## config.mk

```make
export PLATFORM = sky130hd
export DESIGN_NAME = qgram_filter_edit_distance_check
export DESIGN_NICKNAME = d
export VERILOG_FILES = /design/src/rtl/core/qfed_pkg.sv /design/src/rtl/core/qfed_myers_col.sv /design/src/rtl/core/qfed_gram_stage.sv /design/src/rtl/core/qfed_out_stage.sv /design/src/rtl/core/qgram_filter_edit_distance_check.sv
export SDC_FILE = /design/constraint.sdc
export NUM_CORES = 2
export LEC_CHECK = 0
export ABC_AREA = 1
export ABC_CLOCK_PERIOD_IN_PS = 21900
export BUFFER_PORTS_ARGS = -buffer_cell sky130_fd_sc_hd__buf_2
export CAP_MARGIN = 20
export CORE_ASPECT_RATIO = 0.9
export CORE_UTILIZATION = 60
export CTS_CLUSTER_DIAMETER = 120
export DETAILED_ROUTE_END_ITERATION = 10
export GPL_TIMING_DRIVEN = 0
export MAX_ROUTING_LAYER = met4
export PLACE_DENSITY = 0.76
export REMOVE_ABC_BUFFERS = 1
export SLEW_MARGIN = 30
export SYNTH_ARGS = -nofsm -noshare
export SYNTH_HDL_FRONTEND = slang
export SYNTH_HIERARCHICAL = 1
export SYNTH_SLANG_ARGS = --single-unit
```

## constraint.sdc

```tcl
create_clock -name i_clk -period 21.9 [get_ports i_clk]
set_clock_uncertainty 0.15 [all_clocks]
set_input_delay 0 -clock i_clk [delete_from_list [all_inputs] [get_ports i_clk]]
set_output_delay 0 -clock i_clk [all_outputs]
set_load 0.02 [all_outputs]
```

## src/rtl/core/qfed_pkg.sv

```systemverilog
// Shared constants and types of the q-gram filter and edit distance check.
// Used by every module of the block; depends on nothing.
`timescale 1ns / 1ps

package qfed_pkg;

    // String geometry.
    localparam int STRING_LENGTH  = 15;
    localparam int GRAM_LENGTH    = 3;
    localparam int SYM_W          = 4;
    localparam int GRAM_POSITIONS = STRING_LENGTH - GRAM_LENGTH + 1;

    // Stream payload geometry, fixed by the field widths.
    localparam int IN_W         = 60;
    localparam int IN_SYMS      = IN_W / SYM_W;
    localparam int IN_TDATA_W   = 2 * IN_W;
    localparam int FIELD_W      = 4;
    localparam int FIELD_MAX    = 15;
    localparam int OUT_TDATA_W  = 16;

    // Internal widths.
    localparam int SCORE_W = $clog2(2 * STRING_LENGTH + 1);
    localparam int CNT_W   = $clog2(GRAM_POSITIONS + 1);
    localparam int EXT_W   = 8;

    // Configuration register indexes and reset values.
    localparam int                  CFG_IDX_W          = 1;
    localparam logic [CFG_IDX_W-1:0] CFG_GRAM_THRESHOLD = 1'd0;
    localparam logic [CFG_IDX_W-1:0] CFG_DISTANCE_LIMIT = 1'd1;
    localparam logic [FIELD_W-1:0]  RST_GRAM_THRESHOLD = 4'd4;
    localparam logic [FIELD_W-1:0]  RST_DISTANCE_LIMIT = 4'd3;

    typedef logic [SYM_W-1:0]                     t_sym;
    typedef logic [STRING_LENGTH-1:0][SYM_W-1:0]  t_syms;
    typedef logic [STRING_LENGTH-1:0]             t_vec;
    typedef logic [GRAM_POSITIONS-1:0]            t_hits;
    typedef logic [SCORE_W-1:0]                   t_score;

    // Item state carried down the pipeline.
    typedef struct packed {
        t_syms  q;
        t_syms  d;
        t_vec   vp;
        t_vec   vn;
        t_score score;
        t_hits  hits;
    } t_work;

    typedef struct packed {
        logic [FIELD_W-1:0] gram_threshold;
        logic [FIELD_W-1:0] distance_limit;
    } t_cfg;

    // Result item, last field in the lowest bits.
    typedef struct packed {
        logic               is_match;
        logic [FIELD_W-1:0] edit_distance;
        logic               filter_pass;
        logic [FIELD_W-1:0] common_grams;
    } t_result;

    localparam int RES_W = $bits(t_result);

endpackage

```

## src/rtl/core/qfed_myers_col.sv

```systemverilog
// One column of the bit-parallel edit distance recurrence, as a pipeline stage.
// Depends on qfed_pkg.
`timescale 1ns / 1ps

module qfed_myers_col (
    input  logic           i_clk,
    input  logic           i_rst_n,
    input  logic           i_valid,
    output logic           o_ready,
    input  qfed_pkg::t_work i_work,
    output logic           o_valid,
    input  logic           i_ready,
    output qfed_pkg::t_work o_work
);
    import qfed_pkg::*;

    logic  r_valid;
    t_work r_work;
    t_work n_work;
    t_vec  eq, xv, sum, d0, hp, hn, hp_sh, hn_sh;

    // Match vector of the current database symbol against every query symbol.
    always_comb begin
        for (int i = 0; i < STRING_LENGTH; i++) begin
            eq[i] = (i_work.q[i] == i_work.d[0]);
        end
    end

    // Column update; the add wraps at the string length, which is the mask.
    always_comb begin
        xv    = eq | i_work.vn;
        sum   = (eq & i_work.vp) + i_work.vp;
        d0    = (sum ^ i_work.vp) | eq | i_work.vn;
        hp    = i_work.vn | ~(d0 | i_work.vp);
        hn    = i_work.vp & d0;
        hp_sh = {hp[STRING_LENGTH-2:0], 1'b1};
        hn_sh = {hn[STRING_LENGTH-2:0], 1'b0};

        n_work       = i_work;
        n_work.d     = i_work.d >> SYM_W;
        n_work.vp    = hn_sh | ~(xv | hp_sh);
        n_work.vn    = hp_sh & xv;
        n_work.score = i_work.score;
        // The two carries out of the top row never occur together.
        if (hp[STRING_LENGTH-1]) begin
            n_work.score = i_work.score + SCORE_W'(1);
        end else if (hn[STRING_LENGTH-1]) begin
            n_work.score = i_work.score - SCORE_W'(1);
        end
    end

    // Stage handshake: take a new item when empty or when the next stage takes ours.
    assign o_ready = !r_valid || i_ready;

    always_ff @(posedge i_clk) begin
        if (!i_rst_n) begin
            r_valid <= 1'b0;
        end else if (o_ready) begin
            r_valid <= i_valid;
        end
    end

    always_ff @(posedge i_clk) begin
        if (o_ready && i_valid) begin
            r_work <= n_work;
        end
    end

    assign o_valid = r_valid;
    assign o_work  = r_work;

endmodule

```

## src/rtl/core/qfed_gram_stage.sv

```systemverilog
// Entry stage: splits the strings into symbols, finds the shared grams and
// seeds the distance recurrence. Depends on qfed_pkg.
`timescale 1ns / 1ps

module qfed_gram_stage (
    input  logic                      i_clk,
    input  logic                      i_rst_n,
    input  logic                      i_valid,
    output logic                      o_ready,
    input  logic [qfed_pkg::IN_W-1:0] i_query,
    input  logic [qfed_pkg::IN_W-1:0] i_db,
    output logic                      o_valid,
    input  logic                      i_ready,
    output qfed_pkg::t_work           o_work
);
    import qfed_pkg::*;

    logic  r_valid;
    t_work r_work;
    t_work n_work;
    t_syms q_syms, d_syms;
    t_hits hits;

    // Symbol positions that do not fit in the input word read as zero.
    for (genvar i = 0; i < STRING_LENGTH; i++) begin : g_sym
        if (i < IN_SYMS) begin : g_in
            assign q_syms[i] = i_query[i*SYM_W +: SYM_W];
            assign d_syms[i] = i_db[i*SYM_W +: SYM_W];
        end else begin : g_pad
            assign q_syms[i] = '0;
            assign d_syms[i] = '0;
        end
    end

    // A query gram hits when it equals the gram at any database position.
    for (genvar g = 0; g < GRAM_POSITIONS; g++) begin : g_gram
        t_vec found;
        for (genvar k = 0; k < GRAM_POSITIONS; k++) begin : g_pos
            assign found[k] = (q_syms[g +: GRAM_LENGTH] == d_syms[k +: GRAM_LENGTH]);
        end
        for (genvar k = GRAM_POSITIONS; k < STRING_LENGTH; k++) begin : g_none
            assign found[k] = 1'b0;
        end
        assign hits[g] = |found;
    end

    // Initial recurrence state: all vertical deltas positive, score at the length.
    always_comb begin
        n_work.q     = q_syms;
        n_work.d     = d_syms;
        n_work.vp    = '1;
        n_work.vn    = '0;
        n_work.score = SCORE_W'(STRING_LENGTH);
        n_work.hits  = hits;
    end

    assign o_ready = !r_valid || i_ready;

    always_ff @(posedge i_clk) begin
        if (!i_rst_n) begin
            r_valid <= 1'b0;
        end else if (o_ready) begin
            r_valid <= i_valid;
        end
    end

    always_ff @(posedge i_clk) begin
        if (o_ready && i_valid) begin
            r_work <= n_work;
        end
    end

    assign o_valid = r_valid;
    assign o_work  = r_work;

endmodule

```

## src/rtl/core/qfed_out_stage.sv

```systemverilog
// Output register: counts the shared grams, applies both thresholds and
// saturates the reported fields. Depends on qfed_pkg.
`timescale 1ns / 1ps

module qfed_out_stage (
    input  logic              i_clk,
    input  logic              i_rst_n,
    input  logic              i_valid,
    output logic              o_ready,
    input  qfed_pkg::t_work   i_work,
    input  qfed_pkg::t_cfg    i_cfg,
    output logic              o_valid,
    input  logic              i_ready,
    output qfed_pkg::t_result o_result
);
    import qfed_pkg::*;

    logic             r_valid;
    t_result          r_result;
    t_result          n_result;
    logic [CNT_W-1:0] count;
    logic [EXT_W-1:0] count_x, dist_x;
    logic             pass;

    // Population count of the gram hit vector.
    always_comb begin
        count = '0;
        for (int g = 0; g < GRAM_POSITIONS; g++) begin
            count = count + CNT_W'(i_work.hits[g]);
        end
    end

    // Decisions use the full values; the fields saturate afterwards.
    always_comb begin
        count_x = EXT_W'(count);
        dist_x  = EXT_W'(i_work.score);
        pass    = (count_x >= EXT_W'(i_cfg.gram_threshold));

        n_result.common_grams  = (count_x > EXT_W'(FIELD_MAX)) ? FIELD_W'(FIELD_MAX)
                                                               : count_x[FIELD_W-1:0];
        n_result.filter_pass   = pass;
        n_result.edit_distance = (dist_x > EXT_W'(FIELD_MAX)) ? FIELD_W'(FIELD_MAX)
                                                              : dist_x[FIELD_W-1:0];
        n_result.is_match      = pass && (dist_x <= EXT_W'(i_cfg.distance_limit));
    end

    assign o_ready = !r_valid || i_ready;

    always_ff @(posedge i_clk) begin
        if (!i_rst_n) begin
            r_valid <= 1'b0;
        end else if (o_ready) begin
            r_valid <= i_valid;
        end
    end

    always_ff @(posedge i_clk) begin
        if (o_ready && i_valid) begin
            r_result <= n_result;
        end
    end

    assign o_valid  = r_valid;
    assign o_result = r_result;

endmodule

```

## src/rtl/core/qgram_filter_edit_distance_check.sv

```systemverilog
// Pipeline: 17 register stages (gram stage, one stage per database symbol of the
// distance recurrence, output register), each with its own valid bit; a result is
// held in the output register until the sink takes it.
// Throughput: one item per cycle unless the sink stalls the pipeline.
// Reset (synchronous, active low) empties the pipeline and sets gram_threshold
// to 4 and distance_limit to 3. Depends on qfed_pkg and the stage modules.
`timescale 1ns / 1ps

module qgram_filter_edit_distance_check (
    input  logic                                i_clk,
    input  logic                                i_rst_n,
    // Configuration write port.
    input  logic                                i_cfg_we,
    input  logic [qfed_pkg::CFG_IDX_W-1:0]      i_cfg_idx,
    input  logic [qfed_pkg::FIELD_W-1:0]        i_cfg_data,
    // Input items.
    input  logic                                s_axis_tvalid,
    output logic                                s_axis_tready,
    input  logic [qfed_pkg::IN_TDATA_W-1:0]     s_axis_tdata,   // query_symbols, db_symbols
    // Result items.
    output logic                                m_axis_tvalid,
    input  logic                                m_axis_tready,
    output logic [qfed_pkg::OUT_TDATA_W-1:0]    m_axis_tdata    // common_grams, filter_pass,
                                                                // edit_distance, is_match, zeros
);
    import qfed_pkg::*;

    logic [FIELD_W-1:0] r_gram_threshold;
    logic [FIELD_W-1:0] r_distance_limit;
    t_cfg               cfg;

    t_work   work  [STRING_LENGTH+1];
    logic    valid [STRING_LENGTH+1];
    logic    ready [STRING_LENGTH+2];
    t_result result;

    // Configuration registers.
    always_ff @(posedge i_clk) begin
        if (!i_rst_n) begin
            r_gram_threshold <= RST_GRAM_THRESHOLD;
            r_distance_limit <= RST_DISTANCE_LIMIT;
        end else if (i_cfg_we) begin
            case (i_cfg_idx)
                CFG_GRAM_THRESHOLD: r_gram_threshold <= i_cfg_data;
                CFG_DISTANCE_LIMIT: r_distance_limit <= i_cfg_data;
                default: ;
            endcase
        end
    end

    assign cfg.gram_threshold = r_gram_threshold;
    assign cfg.distance_limit = r_distance_limit;

    // Entry stage.
    qfed_gram_stage u_gram (
        .i_clk   (i_clk),
        .i_rst_n (i_rst_n),
        .i_valid (s_axis_tvalid),
        .o_ready (ready[0]),
        .i_query (s_axis_tdata[IN_W-1:0]),
        .i_db    (s_axis_tdata[IN_TDATA_W-1:IN_W]),
        .o_valid (valid[0]),
        .i_ready (ready[1]),
        .o_work  (work[0])
    );

    assign s_axis_tready = ready[0];

    // One recurrence stage per database symbol.
    for (genvar j = 0; j < STRING_LENGTH; j++) begin : g_col
        qfed_myers_col u_col (
            .i_clk   (i_clk),
            .i_rst_n (i_rst_n),
            .i_valid (valid[j]),
            .o_ready (ready[j+1]),
            .i_work  (work[j]),
            .o_valid (valid[j+1]),
            .i_ready (ready[j+2]),
            .o_work  (work[j+1])
        );
    end

    // Output register.
    qfed_out_stage u_out (
        .i_clk    (i_clk),
        .i_rst_n  (i_rst_n),
        .i_valid  (valid[STRING_LENGTH]),
        .o_ready  (ready[STRING_LENGTH+1]),
        .i_work   (work[STRING_LENGTH]),
        .i_cfg    (cfg),
        .o_valid  (m_axis_tvalid),
        .i_ready  (m_axis_tready),
        .o_result (result)
    );

    assign m_axis_tdata = OUT_TDATA_W'(result);

endmodule

```

# Word level (Yosys, flattened, before mapping)
# Cells that the tools add are included.
# word_totals
ff_bits,2104
in_bits,130
word_cells,1157
# op_classes
add_sub_neg,55
order_cmp,3
eq_ne,394
n_mux,29
bitwise_logic,182
n_reduce_logical,67
# op_table
cell,n
== test 12 bit,169
OR 15 bit,94
== test 4 bit,225
AND 15 bit,41
NOT 15 bit,29
adder 15 bit,14
bitwise XOR 15 bit,14
OR reduction 13 bit,13
two-way mux 5 bit,28
adder 5 x 1 -> 5 bit (second input constant),14
subtractor 5 x 1 -> 5 bit (second input constant),14
adder 4 x 1 -> 4 bit,11
OR 15 x 1 -> 15 bit,2
logical AND 1 bit,18
zero test 1 bit,17
logical OR 1 bit,17
adder 15 bit (second input constant),1
OR 1 x 15 -> 15 bit,1
greater-than comparator 5 x 4 -> 1 bit (second input constant),1
<= comparator 5 x 4 -> 1 bit,1
greater-or-equal comparator 4 bit,1
AND reduction 2 bit,2
adder 1 x 1 -> 2 bit,1
two-way mux 1 bit,1
NOT 1 bit,1

# Depth between registers and ports, before layout
# logic_depth
depth_word,19
depth_mapped,35
depth_no_buf,35

# By module
# The synthesis kept the hierarchy.
# by_module_without_submodules
mod,n_inst,cells_per_inst,area_each_um2,seq_area_each_um2
qfed_myers_col,15,655,7330.8,4914.7
qfed_gram_stage,1,2817,19149.6,4013.8
qfed_out_stage,1,91,885.8,320.3
qgram_filter_edit_distance_check,1,50,359.1,160.2

# Least setup slack after synthesis
# OpenSTA, ideal clock, no wires.
# synth_path
path_type,flip-flop to flip-flop
from,"register u_out.r_valid, in the netlist u_out/o_valid"
to,"register g_col[0].u_col.r_work (netlist bit g_col[0].u_col/o_work[0]), enable pin"
arrival_time_ps,9753
t_required_ps,21011
path_slack_ps,11258
stages_incl_launch_ff,32
synth_period_minus_slack_ps,10642
path_cell_list,dfxtp_1 nand2_1 inv_1 nand2_1 inv_1 nand2_1 inv_1 nand2_1 inv_1 nand2_1 inv_1 nand2_1 inv_1 nand2_1 inv_1 nand2_1 inv_1 nand2_1 inv_1 nand2_1 inv_1 nand2_1 inv_1 nand2_1 inv_1 nand2_1 inv_1 nand2_1 inv_1 nand2_1 inv_1 a21oi_1
# synth_rtl
element,line,text
from (decl),qfed_out_stage.sv:18,logic r_valid;
from (signal assigned),qfed_out_stage.sv:53,r_valid <= i_valid;
to (signal assigned),qfed_myers_col.sv:65,r_work <= n_work;
to (decl),qfed_myers_col.sv:18,t_work r_work;

==> impl_results.md <==
* Status: complete, but fails checks
* Failing checks: antenna violations
* Core box area at approximately 190000 um^2
* Static Leak at around 53 nW
* Sequential share of power at about 51%
* Clock root cell: clkbuf_16
* Clk Latency, worst-skew pair at just under 0.9 ns
* Initial drt markers at ~11000
* P_int at roughly 0.0067 W
* Max cap viols at 0
* Final Util at 66.8%
* Setup TNS at 0 ns
* Worst Tran Pin Value at ~1.1 ns
* CTS Sinks at between 2000 and 2500
* Detailed Route WL at 335 mm
* Area growth, synth to finish at 10.1%
* Io pins at approximately 150
* Initial antenna violation count at 49
* Syn avg cell area at about 9.4 um^2
* Die area at approximately 190000 um^2
* Rel. slew slack at a little over a quarter
* Cell Area, Synth at ~110000 um^2
* Final ANT Viol Nets at 1
* Worst setup EP type: flop
* Ys Warns at 6
* Synthesized instance count at roughly 12000
* CP max-delay cell: a21oi_4
* Nets at about 12000
* Wirelength per Cell at 22.3 um
* Drt drc at 0
* P per Cell Area at around 70 nW/um^2
* CTS tree: yes
* First-pass GRT wire length at about 490 mm
* Clock-pin slew on the worst setup and hold paths at approximately 0.07 ns
* TritonRoute pass-1 iters at 7
* Fin crit share at roughly 27%
* HPWL after DPL at between 200 and 250 mm
* RSZ-0062 raised after global routing: false
* H-tree depth at 4
* Final Hold Fails at 0
* Net switching power at 0.00203 W
* Row count at 150
* GPL Wtd Cong at around 1.1
* Vias at ~85000
* Final setup viols at 0
* Largest net degree at the start of global routing at 26
* Detailed-route vias per instance at roughly 5.7
* Clock network power share at between 40% and 50%
* Post-CTS Setup Bufs at 0
* Total grt overflow at 0
* Worst path required time at 22.28 ns
* Maximum vdd ir drop at ~0.09 mV
* Combinational share of power at under 10%
* Die X at between 400 and 500 um
* Worst Path Max Fanout at 22
* Global-route usage over all layers at 35.7%
* Tmin final at about 6 ns
* Max Slew Vio Count at 0
* Share of cells above drive strength 1 at slightly below 10%
* CP Data Arrival Time at between 6 and 7 ns
* Vias in the first global route at approximately 80000
* Port buffer count at around 140
* PostCTS Resize Cnt at 0
* CTS max path bufs at 3
* CP max stage delay at about 0.47 ns
* Starting Density at 60.7%
* Die height at between 400 and 500 um
* CP Class: flop to flop
* CTS Buf Count at 200
* F_max at 167 MHz
* Switching fraction of total power at between 20% and 30%
* Startpoint Class: flop
* Hold WC Path Type: input pin to flop
==> worst max-delay path, delay by kind of cell (launching register included) <==
family | cells | cell delay (ns)
flops | 1 | 0.32
buf+inv | 22 | 2.87
compound gates | 1 | 0.47
simple gates | 15 | 1.78
==> stage by stage <==
step,hold WS (ns),power [W],cells,cell area (um^2),setup WS [ns]
6_report,0.0786,0.00875,15000,125000,15.92
5_1_grt,0.0299,0.00899,15000,125000,15.45
4_1_cts,0.000238,0.00878,14900,124000,15.97
3_5_place_dp,0.0961,0.00513,14400,116000,16.25
3_3_place_gp,0.0803,0.00512,14200,113000,6.36
2_1_floorplan,-0.0659,0.00489,11600,109000,11.26
==> worst paths after layout <==
kind                            depth (start not counted)                                    to  slack (ns)                           startpoint
worst max-delay path                                   38  g_col[0].u_col/o_work[151]$_DFFE_PP_       15.92           u_out/o_valid$_SDFFE_PN0N_
worst min-delay path                                    2          u_gram/o_work[102]$_DFFE_PP_        0.08                    s_axis_tdata[114]
worst max register to register                         38  g_col[0].u_col/o_work[151]$_DFFE_PP_       15.92           u_out/o_valid$_SDFFE_PN0N_
worst min register to register                          0   g_col[3].u_col/o_work[67]$_DFFE_PP_        0.22  g_col[2].u_col/o_work[71]$_DFFE_PP_
==> cell usage in the layout (no fill, tap or decap), drive strengths merged, types with 61 or more instances in the layout <==
master       count
xnor2          694
xor2           462
a21boi          61
nand4          196
buf            297
dlygate4sd3    168
nand2         3989
nor3            63
o21ai          214
a21oi          257
clkinv         105
edfxtp        2065
nor2          1118
clkbuf         236
inv           1409
nand3          733
==> layer usage <==
metal  track usage, %  up-vias  wire, um
met4             13.1        0     12800
met1             49.4    40300    139000
met2             50.0     4689    141000
met5                -        -         0
met3             9.95      806     41900
li1                 -    39100         -
==> registers in the layout, indices dropped and copies added, names as in the netlist <==
name	count
u_out/o_valid	1
g_col.u_col/o_valid	15
r_gram_threshold	4
u_out/o_result	10
r_distance_limit	4
g_col.u_col/o_work	1922
u_gram/o_valid	1
u_gram/o_work	133
==> power by group through the flow <==
stage          Sequential [W]  Combinational (W)  Clock, W
2_1_floorplan         0.00456           0.000338         0
3_3_place_gp          0.00459           0.000524         0
3_5_place_dp          0.00457           0.000554         0
4_1_cts               0.00449           0.000582   0.00371
5_1_grt               0.00449           0.000649   0.00385
6_report              0.00449           0.000606   0.00366
==> final cells by class <==
type | count | area [um^2]
Antenna cell | 52 | 130
Clock buffer | 236 | 5210
Clock inverter | 139 | 1830
Fill cell | 14100 | 61900
Inverter | 1419 | 5360
Multi-Input combinational cell | 8085 | 41400
Sequential cell | 2090 | 62500
Tap cell | 2508 | 3140
Timing Repair Buffer | 465 | 5190
==> repair_timing <==
| item | in CTS | in global routing |
|---|---|---|
| hold endpoints to repair | 211 | 0 |
| setup endpoints to repair | 0 | 0 |
| hold buffers | 168 | 0 |
Power figures use the tool's default switching activity.
